**src/rtl/core/ptsb_pkg.sv**
```systemverilog
`timescale 1ns / 1ps

package ptsb_pkg;

  localparam int OP_W     = 3;
  localparam int SLOT_W   = 4;
  localparam int PERIOD_W = 16;
  localparam int STATUS_W = 3;
  localparam int GRANT_W  = 3;
  localparam int MASK_W   = 8;

  localparam int MAX_SLOTS       = 8;
  localparam int DEF_SLOT_COUNT  = 8;
  localparam logic [PERIOD_W-1:0] RESET_MIN_PERIOD = 16'd5;

  localparam int PADDR_W = 3;
  localparam int PDATA_W = 32;

  // register word index, taken from paddr above the byte offset
  typedef enum logic [0:0] {
    REG_MIN_PERIOD = 1'b0
  } reg_idx_t;

  typedef enum logic [OP_W-1:0] {
    OP_TICK     = 3'd0,
    OP_ALLOCATE = 3'd1,
    OP_ENABLE   = 3'd2,
    OP_DISABLE  = 3'd3,
    OP_RELEASE  = 3'd4
  } op_t;

  typedef enum logic [STATUS_W-1:0] {
    ST_OK       = 3'd0,
    ST_INVALID  = 3'd1,
    ST_NO_FREE  = 3'd2,
    ST_UNINIT   = 3'd3,
    ST_ALL_FREE = 3'd4
  } status_t;

  typedef struct packed {
    logic [OP_W-1:0]     operation;
    logic [SLOT_W-1:0]   slot;
    logic [PERIOD_W-1:0] period;
  } item_t;

  typedef struct packed {
    status_t             status;
    logic [GRANT_W-1:0]  granted_slot;
    logic [MASK_W-1:0]   fired_mask;
  } result_t;

endpackage

```
**src/rtl/core/periodic_timer_slot_bank_unit.sv**
```systemverilog
`timescale 1ns / 1ps

// Bank of up to eight periodic timer slots driven by one command beat at a
// time: tick, allocate, enable, disable and release. Every input beat gives
// exactly one result beat with a status, the slot granted by allocate and,
// on a tick, the mask of slots that expired and reloaded. The block takes
// one beat per cycle while the result side is not stalled: a beat lands in
// the input register, the slot update logic works on it in a single pass
// and the result lands in the output register, which raises out_valid.
// Back-pressure on the result side stalls the pass and then the input.
// min_period (word 0 of the register port, reset 5) sets the smallest
// period that allocate accepts; write it only while the block is idle.

module periodic_timer_slot_bank_unit #(
  parameter int SLOT_COUNT = ptsb_pkg::DEF_SLOT_COUNT
) (
  input  logic                          clk,
  input  logic                          rst_n,
  // command channel
  input  logic                          in_valid,
  output logic                          in_ready,
  input  logic [ptsb_pkg::OP_W-1:0]     in_operation,
  input  logic [ptsb_pkg::SLOT_W-1:0]   in_slot,
  input  logic [ptsb_pkg::PERIOD_W-1:0] in_period,
  // result channel
  output logic                          out_valid,
  input  logic                          out_ready,
  output logic [ptsb_pkg::STATUS_W-1:0] out_status,
  output logic [ptsb_pkg::GRANT_W-1:0]  out_granted_slot,
  output logic [ptsb_pkg::MASK_W-1:0]   out_fired_mask,
  // register port
  input  logic                          psel,
  input  logic                          penable,
  input  logic                          pwrite,
  input  logic [ptsb_pkg::PADDR_W-1:0]  paddr,
  input  logic [ptsb_pkg::PDATA_W-1:0]  pwdata,
  output logic [ptsb_pkg::PDATA_W-1:0]  prdata,
  output logic                          pready
);
  import ptsb_pkg::*;

  logic [PERIOD_W-1:0] min_period;

  // input register
  logic    in_valid_r;
  logic    in_valid_nxt;
  item_t   item_r;

  // output register
  logic    out_valid_r;
  logic    out_valid_nxt;
  result_t res_r;
  result_t res_comb;

  // the held beat is processed when the output register is free or draining
  logic    fire;
  logic    in_take;

  ptsb_regs u_regs (
    .clk        (clk),
    .rst_n      (rst_n),
    .psel       (psel),
    .penable    (penable),
    .pwrite     (pwrite),
    .paddr      (paddr),
    .pwdata     (pwdata),
    .prdata     (prdata),
    .pready     (pready),
    .min_period (min_period)
  );

  ptsb_bank #(
    .SLOT_COUNT (SLOT_COUNT)
  ) u_bank (
    .clk        (clk),
    .rst_n      (rst_n),
    .fire       (fire),
    .item       (item_r),
    .min_period (min_period),
    .result     (res_comb)
  );

  assign fire     = in_valid_r && (!out_valid_r || out_ready);
  assign in_ready = !in_valid_r || fire;
  assign in_take  = in_valid && in_ready;

  always_comb begin
    in_valid_nxt = in_valid_r;
    if (in_take) begin
      in_valid_nxt = 1'b1;
    end else if (fire) begin
      in_valid_nxt = 1'b0;
    end
  end

  always_comb begin
    out_valid_nxt = out_valid_r;
    if (fire) begin
      out_valid_nxt = 1'b1;
    end else if (out_ready) begin
      out_valid_nxt = 1'b0;
    end
  end

  always_ff @(posedge clk) begin
    if (!rst_n) begin
      in_valid_r  <= 1'b0;
      out_valid_r <= 1'b0;
    end else begin
      in_valid_r  <= in_valid_nxt;
      out_valid_r <= out_valid_nxt;
    end
  end

  // payload registers, no reset
  always_ff @(posedge clk) begin
    if (in_take) begin
      item_r.operation <= in_operation;
      item_r.slot      <= in_slot;
      item_r.period    <= in_period;
    end
    if (fire) begin
      res_r <= res_comb;
    end
  end

  assign out_valid        = out_valid_r;
  assign out_status       = res_r.status;
  assign out_granted_slot = res_r.granted_slot;
  assign out_fired_mask   = res_r.fired_mask;

endmodule

```
**src/rtl/core/ptsb_regs.sv**
```systemverilog
`timescale 1ns / 1ps

module ptsb_regs (
  input  logic                          clk,
  input  logic                          rst_n,
  input  logic                          psel,
  input  logic                          penable,
  input  logic                          pwrite,
  input  logic [ptsb_pkg::PADDR_W-1:0]  paddr,
  input  logic [ptsb_pkg::PDATA_W-1:0]  pwdata,
  output logic [ptsb_pkg::PDATA_W-1:0]  prdata,
  output logic                          pready,
  output logic [ptsb_pkg::PERIOD_W-1:0] min_period
);
  import ptsb_pkg::*;

  logic [PERIOD_W-1:0] min_period_r;
  logic [PERIOD_W-1:0] min_period_nxt;
  logic                sel_min;

  // low two address bits are the byte offset
  assign sel_min = (paddr[PADDR_W-1:2] == REG_MIN_PERIOD);
  assign pready  = 1'b1;

  always_comb begin
    min_period_nxt = min_period_r;
    if (psel && penable && pwrite && pready && sel_min) begin
      min_period_nxt = pwdata[PERIOD_W-1:0];
    end
  end

  always_ff @(posedge clk) begin
    if (!rst_n) begin
      min_period_r <= RESET_MIN_PERIOD;
    end else begin
      min_period_r <= min_period_nxt;
    end
  end

  assign prdata     = sel_min ? PDATA_W'(min_period_r) : '0;
  assign min_period = min_period_r;

endmodule

```
**src/rtl/core/ptsb_bank.sv**
```systemverilog
`timescale 1ns / 1ps

module ptsb_bank #(
  parameter int SLOT_COUNT = ptsb_pkg::DEF_SLOT_COUNT
) (
  input  logic                          clk,
  input  logic                          rst_n,
  input  logic                          fire,
  input  ptsb_pkg::item_t               item,
  input  logic [ptsb_pkg::PERIOD_W-1:0] min_period,
  output ptsb_pkg::result_t             result
);
  import ptsb_pkg::*;

  logic [PERIOD_W-1:0]   cnt_r   [SLOT_COUNT];
  logic [PERIOD_W-1:0]   cnt_nxt [SLOT_COUNT];
  logic [PERIOD_W-1:0]   per_r   [SLOT_COUNT];
  logic [PERIOD_W-1:0]   per_nxt [SLOT_COUNT];
  logic [SLOT_COUNT-1:0] en_r;
  logic [SLOT_COUNT-1:0] en_nxt;
  logic [SLOT_COUNT-1:0] alloc_r;
  logic [SLOT_COUNT-1:0] alloc_nxt;

  always_comb begin
    logic [SLOT_COUNT-1:0] hit;
    logic [SLOT_COUNT-1:0] per_zero;
    logic [SLOT_COUNT-1:0] fired;
    logic [SLOT_COUNT-1:0] grant_oh;
    logic [GRANT_W-1:0]    grant_idx;
    logic                  slot_ok;
    logic [PERIOD_W-1:0]   dec;

    for (int i = 0; i < SLOT_COUNT; i++) begin
      cnt_nxt[i] = cnt_r[i];
      per_nxt[i] = per_r[i];
    end
    en_nxt    = en_r;
    alloc_nxt = alloc_r;
    fired     = '0;
    grant_oh  = '0;
    grant_idx = '0;
    dec       = '0;

    for (int i = 0; i < SLOT_COUNT; i++) begin
      hit[i]      = (item.slot == SLOT_W'(i));
      per_zero[i] = (per_r[i] == '0);
    end
    slot_ok = (item.slot < SLOT_W'(SLOT_COUNT));

    // lowest free slot
    for (int i = SLOT_COUNT - 1; i >= 0; i--) begin
      if (!alloc_r[i]) begin
        grant_oh  = SLOT_COUNT'(1) << i;
        grant_idx = GRANT_W'(i);
      end
    end

    result.status       = ST_OK;
    result.granted_slot = '0;
    result.fired_mask   = '0;

    unique case (item.operation)
      OP_TICK: begin
        for (int i = 0; i < SLOT_COUNT; i++) begin
          dec = (cnt_r[i] != '0) ? cnt_r[i] - 1'b1 : '0;
          cnt_nxt[i] = dec;
          if (en_r[i] && alloc_r[i] && dec == '0) begin
            cnt_nxt[i] = per_r[i];
            fired[i]   = 1'b1;
          end
        end
        result.fired_mask = MASK_W'(fired);
      end
      OP_ALLOCATE: begin
        if (item.period < min_period) begin
          result.status = ST_INVALID;
        end else if (&alloc_r) begin
          result.status = ST_NO_FREE;
        end else begin
          for (int i = 0; i < SLOT_COUNT; i++) begin
            if (grant_oh[i]) begin
              per_nxt[i] = item.period;
              cnt_nxt[i] = item.period;
            end
          end
          alloc_nxt           = alloc_r | grant_oh;
          en_nxt              = en_r & ~grant_oh;
          result.granted_slot = grant_idx;
        end
      end
      OP_ENABLE, OP_DISABLE: begin
        if (!slot_ok) begin
          result.status = ST_INVALID;
        end else if (|(hit & per_zero)) begin
          result.status = ST_UNINIT;
        end else if (item.operation == OP_ENABLE) begin
          en_nxt = en_r | hit;
        end else begin
          en_nxt = en_r & ~hit;
        end
      end
      OP_RELEASE: begin
        if (!slot_ok) begin
          result.status = ST_INVALID;
        end else if (alloc_r == '0) begin
          result.status = ST_ALL_FREE;
        end else begin
          for (int i = 0; i < SLOT_COUNT; i++) begin
            if (hit[i]) begin
              per_nxt[i] = '0;
            end
          end
          en_nxt    = en_r & ~hit;
          alloc_nxt = alloc_r & ~hit;
        end
      end
      default: begin
        result.status = ST_INVALID;
      end
    endcase
  end

  always_ff @(posedge clk) begin
    if (!rst_n) begin
      for (int i = 0; i < SLOT_COUNT; i++) begin
        cnt_r[i] <= '0;
        per_r[i] <= '0;
      end
      en_r    <= '0;
      alloc_r <= '0;
    end else if (fire) begin
      for (int i = 0; i < SLOT_COUNT; i++) begin
        cnt_r[i] <= cnt_nxt[i];
        per_r[i] <= per_nxt[i];
      end
      en_r    <= en_nxt;
      alloc_r <= alloc_nxt;
    end
  end

endmodule
```
**config.mk**
```make
export PLATFORM = sky130hd
export DESIGN_NAME = periodic_timer_slot_bank_unit
export DESIGN_NICKNAME = d
export VERILOG_FILES = /design/src/rtl/core/ptsb_pkg.sv /design/src/rtl/core/periodic_timer_slot_bank_unit.sv /design/src/rtl/core/ptsb_regs.sv /design/src/rtl/core/ptsb_bank.sv
export SDC_FILE = /design/constraint.sdc
export NUM_CORES = 1
export LEC_CHECK = 0
export ABC_AREA = 1
export BUFFER_PORTS_ARGS = -buffer_cell sky130_fd_sc_hd__buf_4
export CAP_MARGIN = 20
export CORE_MARGIN = 2
export CORE_UTILIZATION = 25
export DETAILED_ROUTE_END_ITERATION = 12
export PLACE_DENSITY = 0.44
export SYNTH_ARGS = -nofsm -noshare
export SYNTH_HDL_FRONTEND = slang
export SYNTH_SLANG_ARGS = --single-unit
```
**constraint.sdc**
```tcl
create_clock -name clk -period 4.1 [get_ports clk]
set_input_delay 0.82 -clock clk [delete_from_list [all_inputs] [get_ports clk]]
set_output_delay 0.82 -clock clk [all_outputs]
set_load 0.01 [all_outputs]
```
==> results.txt, run 1 <==
The share of final-layout standard cells stronger than drive strength 1 is 11.1%. Across all hold checks on the routed design, the worst slack comes to 0.439 ns. In this run the cell area of the synthesized design comes to 20100 µm².

The tree built by TritonCTS fans out to 327 sinks. The overall fraction of global-route tracks in use was 16.3%. Share of the yosys chip area belonging to registers: 47.2%.

The startpoint-to-endpoint class of the critical path is reg -> reg. The number of placed I/O pins is 114, and the starting density of the core is 25.4%. Walking the worst path, the cells encountered are inv_2 > ha_1 > nand3_1 > nor2_1 > nand2_2 > nand2_1 > nand2_1 > nor2_1 > nand3_1 > nor2_2 > nand2_2 > nand2_1 > nand3_1 > a21oi_1. Derived from the worst setup path, the maximum achievable clock frequency is 313 MHz. End of the worst register-to-register path: u_bank.cnt_r[0][5]. The tools report the clock root buffer as sky130_fd_sc_hd__clkbuf_16. In this run the post-CTS setup repair buffer count came out at 0. Detailed placement finished with a half-perimeter wire length of 48000 µm.

The count of buffers added on input and output ports is 78. The level count of the clock H-tree is 2. The final hold violation count is 0. For the number of clock buffers inserted by TritonCTS, the log shows 38.

A synthesized cell averages 7.75 µm². The detail route stage leaves a number of antenna-violating nets equal to 0. Entering global routing, the biggest net connects 97 pins. Headroom to the max-slew limit came out at 20.6%. STA classifies the critical path endpoint as a register. Largest family of logic cells by synthesized area: simple AND/OR/NAND/NOR gates. Startpoint of the worst setup timing path: u_bank.cnt_r[0][0]. Dividing total power by cell area gives a power density of 398 nW/µm². The transition time at the pin with the least slew margin was 1.19 ns. Number of synthesized flops with an enable pin: 293. The startpoint identified for the worst register-to-register timing path is u_bank.cnt_r[0][0]. The detailed router's first-iteration violation count is 1454, and the arithmetic-cell share of the synthesized area counting full adders, half adders and majority gates is 1.43%. After routing, the total negative slack on setup checks comes to 0 ns.

The time the final worst path needs with I/O delays and setup is 3.19 ns, and the clock skew after layout is 0.0211 ns. Register bit count reported by yosys: 327. In the synthesized netlist, the number of instances is 2595.

The total of cells resized after clock tree synthesis was 0. Die area: 82700 µm². The clock passes through at most 3 buffers. Yosys mapped the design onto 46 distinct sky130hd cell types.

The wire length of the first global-routing pass came out at 103000 µm. The tools report the total wire length as 68300 µm. The first TritonRoute pass finished after 6 iterations. The filler cells instantiated in the layout total 8497. The predominant post-synthesis flop cell is sky130_fd_sc_hd__edfxtp_1.

The run gives 16839 as the via count of the first global-routing pass. The global placer's final weighted congestion was 0.917. The net count reported at finish is 2762, and the async set or reset register ratio after synthesis is 0%. The floorplan step set the die height to 288 µm. The via density per instance works out to 4.75. For this run, the slowest stage of the critical path takes 0.52 ns.

The die width works out to 288 µm. The last element of the critical path was u_bank.cnt_r[0][5]. After clock tree synthesis, the clock-pin slew on the worst setup and hold paths is 0.06 ns.

At the worst endpoint, the arrival time is 3.55 ns. Measured in cells, the most critical reg-to-reg path has a length of 14. The register-to-register setup slack was 0.91 ns; the detailed-route DRC error count was 0. Summing over every cut layer, the via total after detailed routing is 17833. Of the total synthesized cell area, the portion taken by XOR and XNOR cells is 0.392%. The run finished with clean final reports. The run gives 0 as the total of max-cap violations. Yosys printed 0 warnings. Class of the tightest hold or removal check: in -> reg. Clock latency on the worst-skew pair, taken at its later pin, is 0.56 ns. STA classifies the critical path startpoint as a register. Setup violations remaining at the end of the flow were counted as 0. The share of the synthesized area in compound gates (AO/OA/AOI/OAI) was 7.72%. The synthesized netlist devotes 33.5% of its cell area to simple gates. Leakage power figure: 10.0 nW. The final worst-path cycle share is 77.8%.

The top fanout value on the critical path was 17. TritonCTS built the clock tree. Multiplexer cells account for 0% of the synthesized area. After floorplanning, the core was divided into 103 placement rows.

The run gives 0 as the initial antenna violation count. Setup repair after global routing left no endpoint under its margin. For the required time of the critical path, the log shows 4.46 ns.

Across the VDD grid, the largest voltage drop is 0.224 mV. The repair_antennas step left the layout with diodes totalling 0. The slowest stage of the critical path is the sky130_fd_sc_hd__nor2_2 cell. The number of pins exceeding their max-slew limit in the final report is 0, and the average detailed-routed wire length per instance is 18.2 µm. The total grt overflow was 0; the total core area was 79300 µm². The number of hold buffers added after cts came out at 0.

Layout-stage area growth over the synthesis result: 15.4%.
-- cell usage after synthesis (6+ instances only) --
library cell	n	area share, %
sky130_fd_sc_hd__dfxtp_1	34	3.4
sky130_fd_sc_hd__edfxtp_1	293	44
sky130_fd_sc_hd__nor2_4	17	0.95
sky130_fd_sc_hd__nand2_2	21	0.65
sky130_fd_sc_hd__buf_2	25	0.62
sky130_fd_sc_hd__nand3_2	9	0.45
sky130_fd_sc_hd__inv_1	335	6.3
sky130_fd_sc_hd__nand3_1	419	10
sky130_fd_sc_hd__nand2_1	565	11
sky130_fd_sc_hd__nor2_1	280	5.2
sky130_fd_sc_hd__xor2_1	9	0.39
sky130_fd_sc_hd__nor2_2	34	1.1
sky130_fd_sc_hd__buf_4	22	0.82
sky130_fd_sc_hd__nor3_1	73	1.8
sky130_fd_sc_hd__buf_6	15	0.84
sky130_fd_sc_hd__a21o_1	9	0.34
sky130_fd_sc_hd__ha_1	23	1.4
sky130_fd_sc_hd__o21bai_1	13	0.49
sky130_fd_sc_hd__o21ai_0	53	1.3
sky130_fd_sc_hd__nand4_1	46	1.4
sky130_fd_sc_hd__inv_2	19	0.35
sky130_fd_sc_hd__nand3b_1	6	0.22
sky130_fd_sc_hd__o21ai_1	13	0.32
sky130_fd_sc_hd__a21oi_1	188	4.7
sky130_fd_sc_hd__clkbuf_1	30	0.56
-- cells by family (layout without fill, tap and decap cells) --
kind of cell	after synthesis	in the layout
buffers and inverters	457	549
AO/OA/AOI/OAI	291	291
XOR/XNOR	9	9
flip-flops	327	327
adder cells (fa/ha/maj)	23	23
other	2	17
AND/OR/NAND/NOR	1486	1486
-- cells in the final DEF, fill, tap and decap left out, drive strengths merged, types with 34 or more instances in the layout --
cell type	count
inv	355
clkbuf	46
o21ai	66
a21oi	188
nand2	588
edfxtp	293
dfxtp	34
nor3	74
nor2	331
nand3	428
buf	123
nand4	46
-- area by class of cell --
type	count	area (µm²)	share of cell area [%]
clock buffer	46	1050	4.55
clock inverter	22	327	1.41
inverter	358	1350	5.81
multi-input combinational	1826	8740	37.7
sequential	327	9480	40.9
tap	1050	1310	5.66
timing repair buffer	123	943	4.07
-- where the power goes --
part | internal (W) | leakage, nW | switching [W]
Clock | 0.00235 | 0.672 | 0.00145
Sequential | 0.00390 | 3.28 | 0.000162
Combinational | 0.000421 | 6.05 | 0.000958
-- per-stage QoR --
stage | worst slack [ns] | instance area (µm²) | power [W] | std cells | utilization, %
global placement | 0.795 | 21800 | 0.00550 | 3683 | 27.5
CTS | 0.939 | 23200 | 0.00933 | 3752 | 29.3
finish | 0.909 | 23200 | 0.00924 | 3752 | 29.3
global route | 0.578 | 23200 | 0.00967 | 3752 | 29.3
floorplan | 0.757 | 20200 | 0.00506 | 2610 | -
detailed placement | 0.777 | 21800 | 0.00551 | 3684 | 27.5
-- flip-flops by register name, indices dropped and copies added, names as in the netlist --
| signal | cells |
|---|---|
| out_fired_mask | 8 |
| u_bank.per_r | 128 |
| item_r | 23 |
| u_regs.min_period | 16 |
| u_bank.en_r | 8 |
| out_granted_slot | 3 |
| u_bank.alloc_r | 8 |
| out_valid | 1 |
| u_bank.cnt_r | 128 |
| out_status | 3 |
| in_valid_r | 1 |
-- worst max-delay path: cells and delay by family, from the launching register on --
kind,cells,cell delay (ns)
AND/OR/NAND/NOR,11,2.12
flip-flops,1,0.38
adder cells (fa/ha/maj),1,0.23
AO/OA/AOI/OAI,1,0.17
buffers and inverters,1,0.09
-- worst min path at each step --
| stage | from | to | slack (ns) | depth (start not counted) |
|---|---|---|---|---|
| global route | in_period[5] | item_r[5] | 0.41 | 1 |
| CTS | in_period[5] | item_r[5] | 0.40 | 1 |
| finish | in_period[5] | item_r[5] | 0.44 | 1 |
| global placement | u_bank.en_r[2] | u_bank.en_r[2] | 0.47 | 2 |
| detailed placement | u_bank.en_r[2] | u_bank.en_r[2] | 0.48 | 2 |
| floorplan | u_bank.en_r[1] | u_bank.en_r[1] | 0.45 | 2 |
-- metal layers --
| metal | up-vias | wire length [µm] | GRT usage [%] |
|---|---|---|---|
| met5 | - | 0 | 0 |
| met4 | 0 | 2190 | 5.33 |
| met3 | 121 | 4280 | 2.74 |
| met2 | 598 | 30300 | 25.9 |
| met1 | 8312 | 31500 | 22.5 |
| li1 | 8802 | - | - |
(Power assumes the default switching activity.)
==> run 2, diff against run 1 <==
--- a/config.mk
+++ b/config.mk
@@ -5,13 +5,13 @@
 export SDC_FILE = /design/constraint.sdc
 export NUM_CORES = 1
 export LEC_CHECK = 0
-export ABC_AREA = 1
+export ABC_AREA = 0
 export BUFFER_PORTS_ARGS = -buffer_cell sky130_fd_sc_hd__buf_4
 export CAP_MARGIN = 20
 export CORE_MARGIN = 2
 export CORE_UTILIZATION = 25
 export DETAILED_ROUTE_END_ITERATION = 12
-export PLACE_DENSITY = 0.44
+export PLACE_DENSITY = 0.45
 export SYNTH_ARGS = -nofsm -noshare
 export SYNTH_HDL_FRONTEND = slang
 export SYNTH_SLANG_ARGS = --single-unit
==> constraint.sdc (replaced) <==
create_clock -name clk -period 3 [get_ports clk]
set_input_delay 0.6 -clock clk [delete_from_list [all_inputs] [get_ports clk]]
set_output_delay 0.6 -clock clk [all_outputs]
set_load 0.01 [all_outputs]
==> run 2 against run 1 <==
The run now ends with negative setup slack left; critical path depth decreased by 2; clock-buffer cell count increased by 1; critical path type unchanged; sequential share of layout area increased by 0.32 points; largest cell class unchanged; largest power group unchanged; design area decreased by 0.77%; hold slack got worse by 0.23 ns; die area decreased by 14%; critical endpoint is now u_bank.cnt_r[0][12].
==> results.txt, run 2 <==
Total wire length: 62200 µm (-8.9%). The final hold violation count was 0 (unchanged); the layout-stage area growth over the synthesis result was 33.3%. Sorting the synthesized cells by area gives the leading types as sky130_fd_sc_hd__edfxtp_1 51%, sky130_fd_sc_hd__nor2_1 4.5%, sky130_fd_sc_hd__dfxtp_1 3.9%. The worst register-to-register path ends at u_bank.cnt_r[0][12]. The run gives 0.57 ns (about the same) as the worst-skew pair later-pin latency. Level count of the clock H-tree: 2 (unchanged). The flow ran to the end, but the final reports show violations. The logs give 0 (unchanged) for the total grt overflow and 0 (unchanged) for the initial antenna violation count. The via density per instance is 5.10 (+7.3%). The largest registers in the layout are u_bank.cnt_r: 128 flops, u_bank.per_r: 128 flops, item_r: 23 flops. The logs give 23000 µm² (-0.77%) for the final instance area and 89700 µm (-13%) for the wire length of the first global-routing pass. The largest net degree at the start of global routing is 106 (+9.3%). The transition time at the pin with the least slew margin came out at 1.01 ns (-0.180 ns). The tools report the beginning of the worst register-to-register path as u_bank.cnt_r[0][1].

For the post-synthesis cell count, the log shows 1670 (-36%). Tightest hold margin: 0.210 ns (-0.229 ns). Among all flip-flop cells after synthesis, the most frequent one is sky130_fd_sc_hd__edfxtp_1. The final worst-path cycle share came out at 102% (+24 points). The logs give 16.9% (+0.63 points) for the overall fraction of global-route tracks in use and 54.9% (+7.7 points) for the share of the yosys chip area belonging to registers.

Clock skew after layout: 0.0201 ns (-0.00101 ns). Yosys instantiated no cell more often than sky130_fd_sc_hd__edfxtp_1. The count of port buffers added during placement came out at 78 (unchanged). TritonCTS built the clock tree.

The tools report the detailed-route DRC error count as 0 (unchanged). For the detailed router's first-iteration violation count, the log shows 1217 (-16%). The area share of the largest cell type after synthesis works out to 51.0% (+7.2 points).

The tools report the placed wire-length estimate after detailed placement as 44200 µm (-7.8%). The die width was 267 µm (-7.2%); the global placer's final weighted congestion was 0.864 (-5.8%). The vias after detailed routing was 14601 (-18%).

The logs give 0 (unchanged) for the number of warnings issued by yosys and 17300 µm² (-14%) for the synthesized cell area. Clock transition time at the flip-flop clock pins of the worst setup and hold paths: 0.06 ns (about the same). The kind of end point of the critical path was a register. The run gives 3.40 ns (-1.06 ns) as the required time of the critical path. The antenna violation net count after detailed routing is 0 (unchanged), and the number of synthesized flops with an enable pin is 293 (unchanged). Via count of the first global-routing pass: 14035 (-17%).

Setup repair after global routing could not meet its margin everywhere. The areal power density over the cells is 540 nW/µm² (+36%), and the peak supply drop is 0.368 mV (+64%). After synthesis, the most frequently instantiated cells are 293 x sky130_fd_sc_hd__edfxtp_1, 206 x sky130_fd_sc_hd__nor2_1, 154 x sky130_fd_sc_hd__nand2_1. The share of final-layout standard cells stronger than drive strength 1 works out to 27.2% (+16 points). For the total core area, the log shows 68500 µm² (-14%). In this run the most critical hold path is launched from in_period[14].

The cell depth of the worst hold path was 1 (unchanged); the register bit count reported by yosys was 327 (unchanged). The logs give -0.0598 ns (-0.968 ns) for the final critical-path setup slack and 0 (unchanged) for the final antenna diode count. The leakage power figure was 8.24 nW (-18%); the net count reported at finish was 2037 (-26%). The top cell types in the final layout, fill and taps aside, are 293 x sky130_fd_sc_hd__edfxtp_1, 270 x sky130_fd_sc_hd__buf_4, 195 x sky130_fd_sc_hd__nor2_1, 142 x sky130_fd_sc_hd__nand2_1, 90 x sky130_fd_sc_hd__a21oi_1.

The setup path with the least slack is of type reg -> reg. The number of cells traversed by the worst register-to-register path was 12 (-2). For the first-pass iteration count of the detailed router, the log shows 6 (unchanged). The number of pins exceeding their max-slew limit in the final report was 0 (unchanged).

For hold timing, the worst endpoint is item_r[14]. The count of distinct cell types in the synthesized netlist is 83 (+80%). The final reports fail on negative setup slack.

The run gives 0 (unchanged) as the total of max-cap violations. For the number of clock sinks, the log shows 327 (unchanged). The tools report the clock root buffer as sky130_fd_sc_hd__clkbuf_16. The register-to-register setup slack is -0.06 ns (-0.97 ns). The starting density of the core is 25.2% (-0.14 points), and the normalized max-slew margin is 32.8% (+12 points).

The tools report the setup slack at placement as -0.0790 ns (-0.856 ns). The die height was 267 µm (-7.2%); the count of filler cells inserted in the layout was 6913 (-19%). Class of the tightest hold or removal check: in -> reg. The critical path arrival is 3.46 ns (-0.09 ns). The top achievable clock speed is 327 MHz (+4.3%). Post-synthesis area per instance: 10.3 µm² (+33%). sky130_fd_sc_hd__edfxtp_1 takes more of the synthesized area than any other cell. Top fanout value on the critical path: 8 (-9). The number of placed I/O pins was 114 (unchanged); the number of endpoints failing setup at the final stage was 53 (+53).

Total placed instance area: 20400 µm² (-6.3%). The tools report the critical path launch point type as a register. The average detailed-routed wire length per instance was 21.7 µm (+19%); the sum of internal, switching and leakage power was 0.0124 W (+35%). Leading cell type in the layout, fill and taps excluded: sky130_fd_sc_hd__edfxtp_1. The run gives 42 (+11%) as the number of clock buffers inserted by TritonCTS. Number of buffers on the longest clock path: 3 (unchanged). The time the final worst path needs with I/O delays and setup is 3.06 ns (-0.132 ns). The die area was 71200 µm² (-14%); the placement row count was 96 (-6.8%).

The async set or reset register ratio after synthesis came out at 0% (unchanged).
run 2: worst max-delay path by stage:
| stage | start | endpoint | slack (ns) | depth (start not counted) |
|---|---|---|---|---|
| 2_1_floorplan | item_r[2] | u_bank.per_r[0][0] | -0.83 | 9 |
| 3_3_place_gp | u_bank.cnt_r[0][80] | u_bank.cnt_r[0][95] | -0.14 | 13 |
| 3_5_place_dp | u_bank.cnt_r[0][80] | u_bank.cnt_r[0][82] | -0.08 | 13 |
| 4_1_cts | u_bank.cnt_r[0][0] | u_bank.cnt_r[0][12] | 0.006 | 11 |
| 5_1_grt | u_bank.cnt_r[0][1] | u_bank.cnt_r[0][12] | -0.19 | 12 |
| 6_report | u_bank.cnt_r[0][1] | u_bank.cnt_r[0][12] | -0.06 | 12 |
run 2: timing repair:
item / 4_1_cts / 5_1_grt
endpoints found under the setup margin: 96 / 371
resized for setup: 12 / 151
setup buffers: 7 / 19
pin swaps: 3 / 93
hold buffers: 0 / 0
cloned: 1 / 7
run 2: kinds of logic after synthesis:
logic type,share of synthesized area [%]
AOI/OAI and AO/OA,13.6
xor gates and xnor gates,3.80
adders and majority gates,1.67
buffers and inverters,3.41
DFF,54.9
muxes,1.05
other,0.0435
and+or+nand+nor,21.6
run 2: stage by stage:
stage / cells / util (%) / setup TNS (ns)
final: 2864 / 33.6 / -1.02
after global routing: 2864 / 33.6 / -11.53
after CTS: 2838 / 32.2 / 0
after detailed placement: 2753 / 29.9 / -0.934
after global placement: 2753 / 29.9 / -1.17
after floorplan: 1685 / - / -79.76
run 2: worst max-delay path, cell delays in order (launching register included):
cell and delay [ns]:
sky130_fd_sc_hd__edfxtp_1 0.40, sky130_fd_sc_hd__inv_1 0.08, sky130_fd_sc_hd__ha_2 0.17, sky130_fd_sc_hd__or4b_4 0.46, sky130_fd_sc_hd__or4_4 0.50, sky130_fd_sc_hd__nor2_4 0.12
sky130_fd_sc_hd__mux2i_2 0.24, sky130_fd_sc_hd__nand4_1 0.16, sky130_fd_sc_hd__nor4_4 0.24, sky130_fd_sc_hd__buf_4 0.18, sky130_fd_sc_hd__buf_12 0.12, sky130_fd_sc_hd__nand2_1 0.05
sky130_fd_sc_hd__a31oi_1 0.17
run 2: cell type report:
cell class | count | area, µm² | area share [%]
inverter | 40 | 153 | 0.663
timing repair buffer | 312 | 2800 | 12.2
clock inverter | 30 | 377 | 1.64
tap | 882 | 1100 | 4.79
multi-input combinational | 1226 | 8020 | 34.8
sequential | 327 | 9480 | 41.2
clock buffer | 47 | 1090 | 4.74
run 2: power by group:
part | leakage (nW) | switching (W) | internal [W]
registers | 3.27 | 0.000244 | 0.00527
logic | 4.27 | 0.000880 | 0.000661
clock network | 0.699 | 0.00206 | 0.00332
total | 8.24 | 0.00319 | 0.00926
run 2: per-layer routing:
metal	up-vias	part of all wire, %	track usage (%)
met5	-	0	0
met4	0	2.6	4.84
met3	78	6.4	2.88
met2	495	47	27.5
met1	7188	45	23.1
li1	6840	-	-
